<file path="src/rtl/uam_pkg.sv">
// Shared constants, codes and types of the undirected adjacency matrix block.
`timescale 1ns / 1ps
`default_nettype none
package uam_pkg;

  localparam int MAX_VERTICES_DEF = 64;
  localparam int ID_W  = 32;
  localparam int ACT_W = 3;
  localparam int STS_W = 3;

  // Request codes.
  localparam logic [ACT_W-1:0] ACT_ADD_V = 3'd0;
  localparam logic [ACT_W-1:0] ACT_DEL_V = 3'd1;
  localparam logic [ACT_W-1:0] ACT_ADD_E = 3'd2;
  localparam logic [ACT_W-1:0] ACT_DEL_E = 3'd3;
  localparam logic [ACT_W-1:0] ACT_QUERY = 3'd4;

  // Status codes.
  localparam logic [STS_W-1:0] STS_DONE    = 3'd0;
  localparam logic [STS_W-1:0] STS_EXISTS  = 3'd1;
  localparam logic [STS_W-1:0] STS_NONE    = 3'd2;
  localparam logic [STS_W-1:0] STS_MISSING = 3'd3;
  localparam logic [STS_W-1:0] STS_ADJ     = 3'd4;
  localparam logic [STS_W-1:0] STS_NOT_ADJ = 3'd5;
  localparam logic [STS_W-1:0] STS_FULL    = 3'd6;
  localparam logic [STS_W-1:0] STS_DUP     = 3'd7;

  typedef enum logic [3:0] {
    S_CLEAR,
    S_IDLE,
    S_SCAN,
    S_SCAN_END,
    S_DECIDE,
    S_EVAL_A,
    S_RD_B,
    S_WR_B,
    S_COL,
    S_COL_END,
    S_RESP
  } state_t;

  typedef struct packed {
    logic found_a;
    logic found_b;
    logic has_free;
  } scan_flags_t;

endpackage
`default_nettype wire

</file>
<file path="src/rtl/uam_row_mem.sv">
// Adjacency row memory: one bit row per slot, one write and one registered read port.
`timescale 1ns / 1ps
`default_nettype none
module uam_row_mem #(
  parameter int N = uam_pkg::MAX_VERTICES_DEF
) (
  input  wire logic                 clk,
  input  wire logic                 we,
  input  wire logic [$clog2(N)-1:0] waddr,
  input  wire logic [N-1:0]         wdata,
  input  wire logic [$clog2(N)-1:0] raddr,
  output logic      [N-1:0]         rdata
);

  logic [N-1:0] mem [N];
  logic [N-1:0] rdata_r;

  always_ff @(posedge clk) begin
    if (we) begin
      mem[waddr] <= wdata;
    end
    rdata_r <= mem[raddr];
  end

  assign rdata = rdata_r;

endmodule
`default_nettype wire

</file>
<file path="config.mk">
export PLATFORM = sky130hd
export DESIGN_NAME = uam_row_mem
export DESIGN_NICKNAME = d
export VERILOG_FILES = /design/src/rtl/uam_pkg.sv /design/src/rtl/uam_row_mem.sv
export SDC_FILE = /design/constraint.sdc
export NUM_CORES = 2
export LEC_CHECK = 0
export BUFFER_PORTS_ARGS = -buffer_cell sky130_fd_sc_hd__buf_2
export CAP_MARGIN = 5
export CORE_MARGIN = 8
export CORE_UTILIZATION = 56
export DETAILED_ROUTE_END_ITERATION = 8
export HOLD_SLACK_MARGIN = 0.1
export PLACE_DENSITY_LB_ADDON = 0.25
export SYNTH_ARGS = -nofsm -noshare
export SYNTH_HDL_FRONTEND = slang
export SYNTH_SLANG_ARGS = --single-unit
</file>
<file path="constraint.sdc">
create_clock -name clk -period 5.7 [get_ports clk]
set_input_delay 0.57 -clock clk [delete_from_list [all_inputs] [get_ports clk]]
set_output_delay 0.57 -clock clk [all_outputs]
set_load 0.02 [all_outputs]
</file>
[Word level (Yosys, flattened, before mapping)]
Memory sizes are Yosys's and may differ from the RTL's. A register that Yosys moved wholly into a read port is not among the register bits.
Cells that the tools add are included.
Cells by class
  $add $sub $neg: 0
  multipliers: 0
  divide/modulo/power cells: 0
  order comparisons: 0
  equal/unequal tests: 0
  shift-type cells: 0
  mux-type cells: 2
  bitwise logic cells: 0
  reduce and logical (&&, ||, !) cells: 0
Operators with widths (number)
  1-bit 2-to-1 mux: 2
Storage, ports and cells
  flip-flop bits (word level): 0
  latch bits: 0
  bits in writable memories: 4096
  ROM bits: 0
  input port bits: 78
  output and inout bits: 64
  logic and storage cells: 3
  memories: 1
Memories
  mem: words 64, width 64, rd ports 1, clocked after memory_dff 1, wr ports 1, line uam_row_mem.sv:15  | logic [N-1:0] mem [N];

[Logic depth before layout (Yosys ltp)]
  word-level depth: 2
  gate-level depth with buffers: 9
  depth with buffers taken out: 5

[Worst setup path before layout]
No wires, ideal clock.
  kind: input to register
  start: input port waddr[3]
  end: memory mem[48][0] (netlist name) (enable)
  library setup time: 0.564 ns
  arrival time: 5.442 ns
  data required time: 5.136 ns
  setup slack: -0.306 ns
  stages on the path: 4
  buffers on the path: 1
  cell sequence: clkbuf_1 > nor2b_1 > nand4b_1 > nor3_1
RTL lines
  from (decl): line uam_row_mem.sv:9  | input wire logic [$clog2(N)-1:0] waddr,
  to (decl): line uam_row_mem.sv:15
Straight into the memory's write port.

==> results.txt <==
Post_cts resized -> 0
Fin Hold WS -> 0.347 ns
Crit. End Element -> flop
Total core area -> 279000 um2
Synth Flop Type -> edfxtp_1
Status -> complete, no violations
Reg2reg start -> mem[11][48]
Multiplexer share of the synthesized area -> 15.6%
Post-Syn Nets -> 6676
Leak -> 54.9 nW
Overall routing resource usage -> 27.6%
Routed Antenna Nets -> 0
CTS Hold Bufs -> 0
Layout Nets -> 7086
Commonest cells in the netlist -> edfxtp_1 (4096), mux4_2 (1024), buf_2 (170), a22oi_1 (168), clkbuf_1 (140)
Non-Filler Instances -> 11.1k
Maximum clock frequency -> 0.330 GHz
Postcts setup bufs -> 0
Filler Cell Count -> 18.1k
Worst path cell trace -> buf_2, and2_4, buf_4, a22oi_1, and3_1, a211oi_1
Synth cell types -> 33
PwrDens -> 359 nW/um2
Setup Skew -> 0.0496 ns
Crit path required time -> 6.45 ns
Reg clk slew, reported paths -> 0.06 ns
Clk pwr share -> 41.6%
Synth area leaders -> edfxtp_1 (79%), mux4_2 (15%), mux2i_1 (0.86%)
Syn avg cell area -> 23.7 um2
1st-pass router iterations -> 5
Crit start category -> input port
Layout cell share with drive strength beyond 1 -> 28.1%
Worst Setup SP -> raddr[3]
CTS Buf Count -> 409
Sw power -> 13.2 mW
GPL Wtd Cong -> 0.807
Register area share after synthesis -> 79.5%
# rows -> 194
Initial antenna violation count -> 27
Worst-Skew Late Latency -> 0.96 ns
RSZ-0062 raised after global routing -> false
Global-route wire length before repair -> 577000 um
Vias per cell -> 6.88
EDFF count, synth -> 4096
Gr ovfl total -> 0
Post-synthesis async set-or-reset flop share -> 0%
Syn. warnings -> 0
Worst-margin pin slew -> 1.35 ns
CTS tree -> done
Detailed placement HPWL -> 221000 um
Setup-failing EPs final -> 0
Largest net degree at the start of global routing -> 100
Fin. Hold Viols -> 0
Post-synthesis compound-gate area fraction -> 2.48%
Hold Path Origin -> wdata[51]
Register-to-register path setup slack -> 3.65 ns
Clk sinks -> 4160
Slew Viols, Final -> 0
Slowest-stage cell, CP -> and2_4
Main combinational cell family by area after synthesis -> multiplexers
Die Span Y -> 544 um
Kind of critical path -> in2reg
Initial core utilization -> 56.1%
# DRC -> 0
PortBufs -> 141
Rel. slew slack -> 9.94%
Max H-tree Level -> 5
Area delta synth->final -> 12.7%
Die area -> 296000 um2
Min-delay worst type -> in2reg
Comb pwr share -> 4.6%
Routed via count -> 76.2k
Max Cap Viol -> 0
Synth Area in Simple Gates -> 1.24%
Switching Fraction -> 20.9%
Worst IR drop on VDD -> 0.360 mV
Tcrit/Tclk final -> 53.2%
Yosys reg bits -> 4160
Top-area cell type share of the netlist area -> 78.7%
Vias in the first global route -> 76.2k
Die Wd -> 544 um
Peak fanout along the critical path -> 49
Num ports -> 142
CTS Buffer Depth -> 4
Clock root cell -> clkbuf_16
Most common cell in the netlist -> edfxtp_1
Average wire per standard cell -> 37.3 um
Internal power -> 50.1 mW
Setup_tns -> 0 ns
Sequential Power Share -> 53.8%
Mapped Area -> 156000 um2
Total Wirelength -> 413000 um
Mapped Cells -> 6598
Post-Synth Adder-Cell Area -> 0%
Inst Count DP -> 10.3k
Slowest stage delay, CP -> 0.99 ns
Worst path arrival time -> 3.78 ns
Initial DRC Count -> 10.4k
Leading area contributor after synthesis -> edfxtp_1
XOR/XNOR share of the synthesized area -> 0%
Period minus WS final -> 3.03 ns
## cells by family after synthesis
logic type	Yosys count
muxes	1159
AOI/OAI and AO/OA	504
buffers and inverters	389
DFF	4160
and+or+nand+nor	386
## final cells by class
| class | count | area [um2] | share of cell area (%) |
|---|---|---|---|
| clock buffer | 547 | 11200 | 6.34 |
| clock inverter | 196 | 1900 | 1.08 |
| multi-input combinational | 2049 | 30800 | 17.5 |
| antenna | 17 | 42.5 | 0.0241 |
| inverter | 19 | 71.3 | 0.0405 |
| timing repair buffer | 369 | 3250 | 1.85 |
| tap | 3724 | 4660 | 2.64 |
| sequential | 4160 | 124000 | 70.5 |
## power groups by stage
stage / registers, mW / clock network [mW] / logic, mW
global placement: 34.7 / 0 / 2.87
CTS: 34.1 / 26.6 / 2.93
finish: 34.0 / 26.3 / 2.91
floorplan: 34.7 / 0 / 1.58
detailed placement: 34.7 / 0 / 2.92
global route: 34.1 / 27.7 / 3.06
## metrics by stage
stage,setup WS (ns),power [mW],cell area [um2],util (%)
CTS,2.74,63.6,176000,63.2
floorplan,1.10,36.2,156000,-
global placement,1.77,37.5,163000,58.5
finish,2.67,63.3,176000,63.2
global route,2.77,64.8,176000,63.2
detailed placement,1.81,37.6,163000,58.5
## path summary, 6_finish.rpt
kind,endpoint,depth (start not counted)
hold reg to reg,rdata[10],4
hold / removal,mem[63][51],1
setup reg to reg,rdata[48],5
setup / recovery,rdata[3],6
## worst max-delay path: cells and delay by family
family	cells	cell delay, ns
simple gates	2	1.23
buf+inv	2	1.12
compound gates	2	0.81
## registers in the layout, summed over array words and instances (netlist names)
register,cells
mem,4096
rdata,64
## placed cells by master (no fill, tap or decap), types with 19 or more instances in the layout
master	count
buf_4	164
nor2_1	47
or3_1	29
mux4_2	1024
clkbuf_1	102
nor2_4	65
nand2_1	56
bufinv_16	30
o22ai_1	83
mux2i_1	135
dfxtp_1	64
a211oi_1	63
buf_12	65
clkbuf_8	31
nand3_1	45
a22oi_1	168
clkinv_2	61
clkbuf_16	414
a22o_1	88
and3_1	64
nor2b_1	24
buf_2	138
clkinv_1	74
edfxtp_1	4096
inv_1	19
a2bb2oi_1	19
o221ai_1	38
or2_2	28
a41oi_1	26
## routing by layer
layer | track usage [%] | routed length, um | up-vias
met5 | 0 | 84 | -
li1 | - | - | 29300
met3 | 5.41 | 44800 | 791
met4 | 9.24 | 15800 | 14
met1 | 39.2 | 154000 | 41100
met2 | 43.9 | 198000 | 4989
Note: power is estimated with default switching activity, not from simulation.
