File: src/rtl/uam_pkg.sv
// Shared constants, codes and types of the undirected adjacency matrix block.
`timescale 1ns / 1ps
`default_nettype none
package uam_pkg;

  localparam int MAX_VERTICES_DEF = 64;
  localparam int ID_W  = 32;
  localparam int ACT_W = 3;
  localparam int STS_W = 3;

  // Request codes.
  localparam logic [ACT_W-1:0] ACT_ADD_V = 3'd0;
  localparam logic [ACT_W-1:0] ACT_DEL_V = 3'd1;
  localparam logic [ACT_W-1:0] ACT_ADD_E = 3'd2;
  localparam logic [ACT_W-1:0] ACT_DEL_E = 3'd3;
  localparam logic [ACT_W-1:0] ACT_QUERY = 3'd4;

  // Status codes.
  localparam logic [STS_W-1:0] STS_DONE    = 3'd0;
  localparam logic [STS_W-1:0] STS_EXISTS  = 3'd1;
  localparam logic [STS_W-1:0] STS_NONE    = 3'd2;
  localparam logic [STS_W-1:0] STS_MISSING = 3'd3;
  localparam logic [STS_W-1:0] STS_ADJ     = 3'd4;
  localparam logic [STS_W-1:0] STS_NOT_ADJ = 3'd5;
  localparam logic [STS_W-1:0] STS_FULL    = 3'd6;
  localparam logic [STS_W-1:0] STS_DUP     = 3'd7;

  typedef enum logic [3:0] {
    S_CLEAR,
    S_IDLE,
    S_SCAN,
    S_SCAN_END,
    S_DECIDE,
    S_EVAL_A,
    S_RD_B,
    S_WR_B,
    S_COL,
    S_COL_END,
    S_RESP
  } state_t;

  typedef struct packed {
    logic found_a;
    logic found_b;
    logic has_free;
  } scan_flags_t;

endpackage
`default_nettype wire

File: src/rtl/uam_scan.sv
// Shared compare unit: matches a slot entry per enabled cycle to both ids, tracks a free slot.
`timescale 1ns / 1ps
`default_nettype none
module uam_scan #(
  parameter int N = uam_pkg::MAX_VERTICES_DEF
) (
  input  wire logic                      clk,
  input  wire logic                      rst_n,
  input  wire logic                      clr,
  input  wire logic                      en,
  input  wire logic                      ent_valid,
  input  wire logic [uam_pkg::ID_W-1:0]  ent_id,
  input  wire logic [$clog2(N)-1:0]      ent_idx,
  input  wire logic [uam_pkg::ID_W-1:0]  key_a,
  input  wire logic [uam_pkg::ID_W-1:0]  key_b,
  output uam_pkg::scan_flags_t           flags,
  output logic      [$clog2(N)-1:0]      slot_a,
  output logic      [$clog2(N)-1:0]      slot_b,
  output logic      [$clog2(N)-1:0]      free_slot
);

  localparam int SW = $clog2(N);

  uam_pkg::scan_flags_t flags_r, flags_nxt;
  logic [SW-1:0] slot_a_r, slot_a_nxt;
  logic [SW-1:0] slot_b_r, slot_b_nxt;
  logic [SW-1:0] free_r, free_nxt;

  always_comb begin
    flags_nxt  = flags_r;
    slot_a_nxt = slot_a_r;
    slot_b_nxt = slot_b_r;
    free_nxt   = free_r;
    if (clr) begin
      flags_nxt = '0;
    end else if (en) begin
      if (ent_valid) begin
        if (ent_id == key_a && !flags_r.found_a) begin
          flags_nxt.found_a = 1'b1;
          slot_a_nxt        = ent_idx;
        end
        if (ent_id == key_b && !flags_r.found_b) begin
          flags_nxt.found_b = 1'b1;
          slot_b_nxt        = ent_idx;
        end
      end else if (!flags_r.has_free) begin
        // Slots are scanned upward, so the first free one seen is the lowest.
        flags_nxt.has_free = 1'b1;
        free_nxt           = ent_idx;
      end
    end
  end

  always_ff @(posedge clk) begin
    if (!rst_n) begin
      flags_r <= '0;
    end else begin
      flags_r <= flags_nxt;
    end
  end

  always_ff @(posedge clk) begin
    slot_a_r <= slot_a_nxt;
    slot_b_r <= slot_b_nxt;
    free_r   <= free_nxt;
  end

  assign flags     = flags_r;
  assign slot_a    = slot_a_r;
  assign slot_b    = slot_b_r;
  assign free_slot = free_r;

endmodule
`default_nettype wire
File: config.mk
export PLATFORM = sky130hd
export DESIGN_NAME = uam_scan
export DESIGN_NICKNAME = d
export VERILOG_FILES = /design/src/rtl/uam_pkg.sv /design/src/rtl/uam_scan.sv
export SDC_FILE = /design/constraint.sdc
export NUM_CORES = 1
export LEC_CHECK = 0
export BUFFER_PORTS_ARGS = -buffer_cell sky130_fd_sc_hd__buf_2
export CAP_MARGIN = 15
export CORE_ASPECT_RATIO = 0.5
export CORE_MARGIN = 8
export CORE_UTILIZATION = 37
export DETAILED_ROUTE_END_ITERATION = 10
export GPL_TIMING_DRIVEN = 0
export PLACE_DENSITY_LB_ADDON = 0.12
export SYNTH_ARGS = -nofsm -noshare
export SYNTH_HDL_FRONTEND = slang
export SYNTH_SLANG_ARGS = --single-unit
File: constraint.sdc
create_clock -name clk -period 4.2 [get_ports clk]
set_clock_uncertainty 0.05 [all_clocks]
set_input_delay 0.21 -clock clk [delete_from_list [all_inputs] [get_ports clk]]
set_output_delay 0.21 -clock clk [all_outputs]
set_load 0.05 [all_outputs]
# Word level (Yosys, flattened, before mapping)
# Cells that the tools add are included.
[totals]
inputBits = 107
ff_bits = 21
latch_bits = 0
ramBits = 0
romBits = 0
memories = 0
[op_classes]
div_mod_pow = 0
n_addsub = 0
eq_ne = 2
n_lt_le_gt_ge = 0
bitwise_logic = 4
mul = 0
n_reduce_logical = 11
n_mux = 0
shift = 0
[ops]
columns = ["op", "count"]
rows = [
  ["equality test 32 bit", 2],
  ["AND reduction 4 bit", 3],
  ["AND reduction 3 bit", 2],
  ["inverter 1 bit", 4],
  ["logical AND 1 bit", 2],
  ["logical NOT 1 bit", 2],
  ["AND reduction 2 bit", 1],
  ["OR reduction 2 bit", 1],
]

# Depth between registers and ports, before layout
# Gate-level depths: netlist (run 1).
[depth]
depth_word = 3
depth_mapped = 5

# Worst setup path before layout (run 1)
# Ideal clock, no wire load.
[synth_path]
kind = "register -> register"
startpoint = "register flags_r (netlist bit flags[2])"
endpoint = "register slot_a_r[0] (netlist: slot_a[0]), enable pin"
setup_ns = 0.386
t_required_ns = 3.764
period_less_slack_ns = 1.975
slack_ns = 2.225
arrival_time_ns = 1.539
path_stages_with_launch = 4
path_cell_list = "dfxtp_1 -> nor3_1 -> nand4_1 -> nor4_1"
[synth_between]
elab_chain_len = 3
[synth_lines]
columns = ["item", "line_no", "rtl"]
rows = [
  ["start: declaration", "uam_scan.sv:24", "uam_pkg::scan_flags_t flags_r, flags_nxt;"],
  ["start signal: assignment", "uam_scan.sv:58", "flags_r <= flags_nxt;"],
  ["logical NOT 1 bit", "uam_scan.sv:38", "if (ent_id == key_a && !flags_r.found_a) begin"],
  ["logical AND 1 bit", "uam_scan.sv:38", ""],
  ["AND reduction 4 bit (no source line)", "n/a", ""],
  ["end signal: assignment", "uam_scan.sv:63", "slot_a_r <= slot_a_nxt;"],
  ["end: declaration", "uam_scan.sv:25", "logic [SW-1:0] slot_a_r, slot_a_nxt;"],
]
# Every way passes these cells.
# A chain may end at the register's enable or synchronous reset.

# Worst setup path in the final report (run 1)
[layout_path]
startpoint = "input ent_id[20] in the netlist's numbering"
endpoint = "register slot_b_r[5] (netlist: slot_b[5]), enable pin"
[layout_between]
elab_chain_len = 3
[layout_lines]
columns = ["item", "line_no", "rtl"]
rows = [
  ["start: declaration", "uam_scan.sv:12", "input wire logic [uam_pkg::ID_W-1:0] ent_id,"],
  ["equality test 32 bit", "uam_scan.sv:42", "if (ent_id == key_b && !flags_r.found_b) begin"],
  ["logical AND 1 bit", "uam_scan.sv:42", ""],
  ["AND reduction 4 bit (no source line)", "n/a", ""],
  ["end signal: assignment", "uam_scan.sv:64", "slot_b_r <= slot_b_nxt;"],
  ["end: declaration", "uam_scan.sv:26", "logic [SW-1:0] slot_b_r, slot_b_nxt;"],
]
# Every way passes these cells.

==> metrics.md, run 1 <==
| Metric | Value |
|---|---|
| Hold path depth | 1 |
| FF-to-FF setup slack | 2.33 ns |
| Avg Synthesized Cell Area | 11.55 sq um |
| Power Density | 224.6 mW/mm^2 |
| Vias per cell | 4.440 |
| Worst VDD drop | 0.1195 mV |
| Register Area | 600.6 sq um |
| Final Power | 0.4756 mW |
| Drt first pass iters | 4 |
| Reg clk slew, reported paths | 0.07 ns |
| Critical path peak fanout | 4 |
| RR Startpoint | flags[2] |
| Placed cell areas | 0.002072 sq mm |
| Area Overhead vs Synth | 55.37% |
| Cell area after synthesis | 0.001363 sq mm |
| Worst skew pair latency | 0.25 ns |
| RSZ-0062 raised after global routing | false |
| Worst slew pin tran | 0.9491 ns |
| Met3 usage | 0.03173 |
| Final setup viols | 0 |
| Internal power | 0.3625 mW |
| Worst EP required | 4.10 ns |
| Hold crit path type | primary input to flop |
| Share of cells above drive strength 1 | 0.5259 |
| Busiest grt layer | met2 |
| Vias in the first global route | 1445 |
| Synth cell types | 12 |
| Routed wire length | 4.219 mm |
| Compound-Gate Fraction of Synth Area | 0.01653 |
| Combinational share of power | 0.266 |
| Drc violations | 0 |
| Critical Path Start Type | primary input |
| Setup Fix Bufs, Post-CTS | 0 |
| Resized Gates After CTS | 0 |
| Register bit total from synthesis | 21 |
| Critical path endpoint category | flop |
| Yosys warning total | 0 |
| Total gr overflow | 0 |
| DR WL/cell | 13.97 microns |
| GRT Overall Usage | 0.1310 |
| Peak Freq | 505.8 MHz |
| Max-cap viol count | 0 |
| Seq/Total Area, Yosys | 0.4408 |
| P_sw | 0.1131 mW |
| Hold worst-path end | free_slot[4] |
| IO Pins | 128 |
| Crit path DAT | 1.88 ns |
| Hold-fix buffers, CTS | 0 |
| Adder and majority cell fraction of the synthesized area | 0 |
| Total Nets Final | 359 |
| Clock power share | 0.252 |
| R2R depth | 4 |
| Iter 0 DRT Violations | 23 |
| Seq pwr share | 0.481 |
| Final period util | 0.4707 |
| Largest net degree at the start of global routing | 12 |
| Multiplexer area fraction after synthesis | 0 |
| Chip width | 101.8 microns |
| Post-Place Cells | 298 |
| Switching Fraction | 0.2378 |
| Clock tree from TritonCTS | built |
| CTS sink count | 21 |
| Multi-input logic area | 762.0 sq um |
| Core area | 0.003472 sq mm |
| Kind of critical path | primary input to flop |
| Non-Filler Instances | 302 |
| Met2 usage | 0.2532 |
| Most frequent cells in the layout | 129 x buf_2, 58 x xor2_1, 18 x edfxtp_1 |
| Post-Synth Simple-Gate Area | 0.1313 |
| Max-slew violations | 0 |
| Global-route wire length before repair | 6.244 mm |
| Htree depth | 1 |
| Routability cong. | 0.7986 |
| Die Span Y | 58.91 microns |
| Status | finished, final reports clean |
| Mapped Nets | 225 |
| Lkg Pwr | 1.013 nW |
| Fillers | 323 |
| Mapped Cells | 118 |
| PortBufs | 127 |
| M1 GR Usage | 0.1389 |
| Worst r2r dst | slot_a[5] |
| Final hold viol count | 0 |
| Initial antenna violation count | 0 |
| Min Tclk post-route | 1.977 ns |
| Starting Density | 0.3924 |
| Std-Cell Rows | 15 |
| Setup_tns | 0 ns |
| Num CTS Buffers | 3 |
| # diodes | 0 |
| Cell area after layout | 0.002117 sq mm |
| Most common cell after layout, fill and taps aside | buf_2 |
| CTS root buffer | clkbuf_8 |
| Hpwl dp | 3.912 mm |
| Hold Crit Start | ent_idx[4] |
| Die area | 0.005998 sq mm |
| Largest family of logic cells by synthesized area | XOR/XNOR gates |
| Min setup slack post-route | 2.223 ns |
| Worst slew margin | 0.3659 |
| Post-place setup slack | 1.911 ns |
| Post-DRT Antenna Nets | 0 |
| Vias | 1341 |
| Xor and xnor area share after synthesis | 0.4114 |
| Clock Path Buffers | 2 |
## registers in the layout, indices dropped and copies added, names as in the netlist
signal / cells
free_slot: 6
slot_a: 6
slot_b: 6
flags: 3
## layer usage
layer  vias to the layer above  part of all wire
met5                         -                 0
met4                         0            0.0064
met3                         2             0.091
met2                        56              0.53
met1                       592              0.37
li1                        691                 -
## Yosys cell counts
cell	n	share of area
xor2_1	58	0.37
edfxtp_1	18	0.40
nor4_1	16	0.073
xnor2_1	6	0.039
nand4_1	4	0.018
nor3_1	4	0.015
dfxtp_1	3	0.044
o21a_1	3	0.017
nand3_1	2	0.0073
nor2b_1	2	0.0092
nand2_1	1	0.0028
nor3b_1	1	0.0055
## cells by family (layout without fill, tap and decap cells)
logic type	count (synthesis)	in the layout
buffers and inverters	0	133
AO/OA/AOI/OAI	3	3
XOR/XNOR	64	64
AND/OR/NAND/NOR	30	30
flip-flops	21	21
## per-stage QoR
| step | hold WS, ns | utilization |
|---|---|---|
| after floorplan | 0.2589 | - |
| after global placement | 0.3636 | 0.5939 |
| after detailed placement | 0.3661 | 0.5968 |
| after CTS | 0.1054 | 0.6097 |
| after global routing | 0.1029 | 0.6097 |
| final | 0.1081 | 0.6097 |
## how the worst max path moves through the flow
stage	end	slack, ns	depth (start not counted)	from
floorplan	slot_a[0]	2.23	3	flags[2]
global placement	slot_b[5]	1.55	5	ent_id[20]
CTS	slot_b[5]	2.18	6	ent_id[20]
finish	slot_b[5]	2.22	6	ent_id[20]
global route	slot_b[5]	2.04	6	ent_id[28]
detailed placement	slot_b[3]	1.91	6	ent_id[20]
## cell type report
| class | instances | area share |
|---|---|---|
| well taps | 51 | 0.03014 |
| clock buffers | 4 | 0.02128 |
| flip-flops and latches | 21 | 0.2837 |
| multi-input cells | 97 | 0.3599 |
| repair buffers | 129 | 0.3050 |
## critical path, stage by stage
cell,delay (ns)
buf_2,0.12
xor2_1,0.15
nor4_1,0.38
nand4_1,0.19
nor4_1,0.56
buf_2,0.27
## power by group through the flow
stage | Clock (mW) | Sequential (mW) | Combinational, mW
floorplan | 0 | 0.240 | 0.0480
detailed placement | 0 | 0.233 | 0.128
global placement | 0 | 0.233 | 0.126
CTS | 0.124 | 0.229 | 0.129
finish | 0.120 | 0.229 | 0.127
global route | 0.131 | 0.229 | 0.140
Note: power is estimated with default switching activity, not from simulation.
==> run 2, diff against run 1 <==
- clock period: 4.2 -> 2.06 ns (I/O delays scaled with it)
==> run 2 against run 1 <==
Against the previous run: first-iteration DRC count rose by 13%; sequential share of layout area fell by 0.27 points; combinational power increased by 110%; total power increased by 100%; flip-flop and latch count unchanged; die area did not move; global-route usage rose by 0.10 points; critical path depth is 2 lower; register-to-register slack got worse by 2.2 ns; via count grew 0.60%; largest power group unchanged.
==> metrics.md, run 2 (synthesized netlist as in run 1, its figures left out) <==
| Metric | Value |
|---|---|
| Worst EP required | 1.97 ns (-2.13 ns) |
| Final hold viol count | 0 (unchanged) |
| R2R depth | 4 (unchanged) |
| Total Nets Final | 361 (+0.56%) |
| WL met3 | 382 microns (unchanged) |
| Hold path depth | 1 (unchanged) |
| CTS root buffer | clkbuf_8 |
| Vias | 1349 (+0.60%) |
| Area Overhead vs Synth | 56.84% |
| Final Power | 0.9737 mW (+100%) |
| Iter 0 DRT Violations | 26 (+13%) |
| Htree depth | 1 (unchanged) |
| Post-place setup slack | -0.1223 ns (-2.033 ns) |
| Drt first pass iters | 4 (unchanged) |
| M1 WL | 1.576 mm (+0.83%) |
| CTS sink count | 21 (unchanged) |
| Clock Path Buffers | 2 (unchanged) |
| Max-cap viol count | 0 (unchanged) |
| Global-route wire length before repair | 6.292 mm (+0.77%) |
| Cells along the critical path | nor3_1, nand4_1, nor4_1, buf_2 |
| Chip width | 101.8 microns (unchanged) |
| Drc violations | 0 (unchanged) |
| Hpwl dp | 3.912 mm (unchanged) |
| Worst r2r dst | slot_a[5] |
| Final core occ | 0.6155 (+0.005765) |
| Largest net degree at the start of global routing | 12 (unchanged) |
| WP buf/inv | 1 (-1) |
| Initial antenna violation count | 0 (unchanged) |
| GRT Overall Usage | 0.1320 (+0.001004) |
| Hold Crit Start | ent_idx[1] |
| Top layer in use | met4 |
| Min setup slack post-route | 0.1745 ns (-2.048 ns) |
| Reg clk slew, reported paths | 0.07 ns (about the same) |
| Max-slew violations | 0 (unchanged) |
| Post-DRT Antenna Nets | 0 (unchanged) |
| Final setup viols | 0 (unchanged) |
| Starting Density | 0.3924 (unchanged) |
| Min Tclk post-route | 1.886 ns |
| Std-Cell Rows | 15 (unchanged) |
| Vias per cell | 4.438 (about the same) |
| Resized Gates After CTS | 0 (unchanged) |
| Crit path DAT | 1.79 ns (-0.09 ns) |
| Die Span Y | 58.91 microns (unchanged) |
| Num CTS Buffers | 3 (unchanged) |
| Critical path endpoint category | flop |
| Routed wire length | 4.246 mm (+0.64%) |
| CP top delay family | simple AND/OR/NAND/NOR gates |
| Kind of critical path | flop to flop |
| FF-to-FF setup slack | 0.17 ns (-2.16 ns) |
| Non-Filler Instances | 304 (+0.66%) |
| Total gr overflow | 0 (unchanged) |
| Routability cong. | 0.7986 (unchanged) |
| Post-Place Cells | 298 (unchanged) |
| Peak Freq | 530.4 MHz |
| Worst skew pair latency | 0.25 ns (about the same) |
| RR Startpoint | flags[2] |
| RSZ-0062 raised after global routing | false |
| Hold crit path type | primary input to flop |
| Most common cell after layout, fill and taps aside | buf_2 |
| Most frequent cells in the layout | 129 x buf_2, 58 x xor2_1, 18 x edfxtp_1 |
| PortBufs | 127 (unchanged) |
| Worst slew margin | 0.3654 (-0.0004820) |
| Lkg Pwr | 1.021 nW (+0.82%) |
| DR WL/cell | 13.97 microns (about the same) |
| Power Density | 455.6 mW/mm^2 (+100%) |
| Clock tree from TritonCTS | built |
| Die area | 0.005998 sq mm (unchanged) |
| Core area | 0.003472 sq mm (unchanged) |
| Fillers | 325 (+0.62%) |
| Hold worst-path end | slot_a[1] |
| Met2 wire len | 2.259 mm (+0.62%) |
| Worst VDD drop | 0.2441 mV (+100%) |
| Status | finished, final reports clean |
| Setup_tns | 0 ns (unchanged) |
| Critical path peak fanout | 4 (unchanged) |
| IO Pins | 128 (unchanged) |
| Max incr delay on CP | 0.56 ns (about the same) |
| Vias in the first global route | 1454 (+0.62%) |
| Share of cells above drive strength 1 | 0.5217 (-0.004157) |
| Final period util | 0.9153 |
| Crit-path slowest cell | nor4_1 |
| Worst slew pin tran | 0.9498 ns (+0.0007216 ns) |
| # diodes | 0 (unchanged) |
| Critical Path Start Type | flop |
## run 2: cell count changes in the layout (fill, tap and decap cells not counted)
cell	previous run	this run
dlygate4sd3_1	0	2
## run 2: worst reg2reg max path: stages, from the launching register on
cell and delay, ns:
dfxtp_1 0.33, nor3_1 0.21, nand4_1 0.18, nor4_1 0.56, buf_2 0.27
## run 2: worst max-delay path by stage
stage	start	end	slack (ns)	depth (start not counted)
after floorplan	flags[2]	slot_a[0]	0.09	3
after global placement	ent_id[20]	slot_b[5]	-0.48	5
after detailed placement	ent_id[20]	slot_b[3]	-0.12	6
after CTS	flags[2]	slot_a[5]	0.14	4
after global routing	ent_id[28]	slot_b[5]	0.005	6
final	flags[2]	slot_a[5]	0.17	4
## run 2: final cells by class
cell class | instances | area (sq um) | area share
sequential | 21 | 600.6 | 0.2810
clock buffer | 4 | 45.04 | 0.02108
multi-input combinational | 97 | 762.0 | 0.3566
tap | 51 | 63.81 | 0.02986
timing repair buffer | 131 | 665.6 | 0.3115
## run 2: repair_timing
item / CTS / global route
buffers inserted: 0 / 0
hold endpoints to repair: 6 / 0
hold buffers: 2 / 0
## run 2: metrics by stage
step / instance area [sq um] / hold WS [ns]
2_1_floorplan: 1363 / 0.1519
3_3_place_gp: 2062 / 0.2566
3_5_place_dp: 2072 / 0.2591
4_1_cts: 2137 / 0.004379
5_1_grt: 2137 / 0.008963
6_report: 2137 / 0.01293
## run 2: per-layer routing
metal  global-route usage  up-vias
met2               0.2551       56
met5                    0        -
li1                     -      695
met1               0.1402      596
met4              0.03719        0
met3              0.03173        2
## run 2: power by group
part	switching, mW	internal, mW
clock	0.109	0.137
combinational	0.122	0.139
sequential	0.00102	0.466
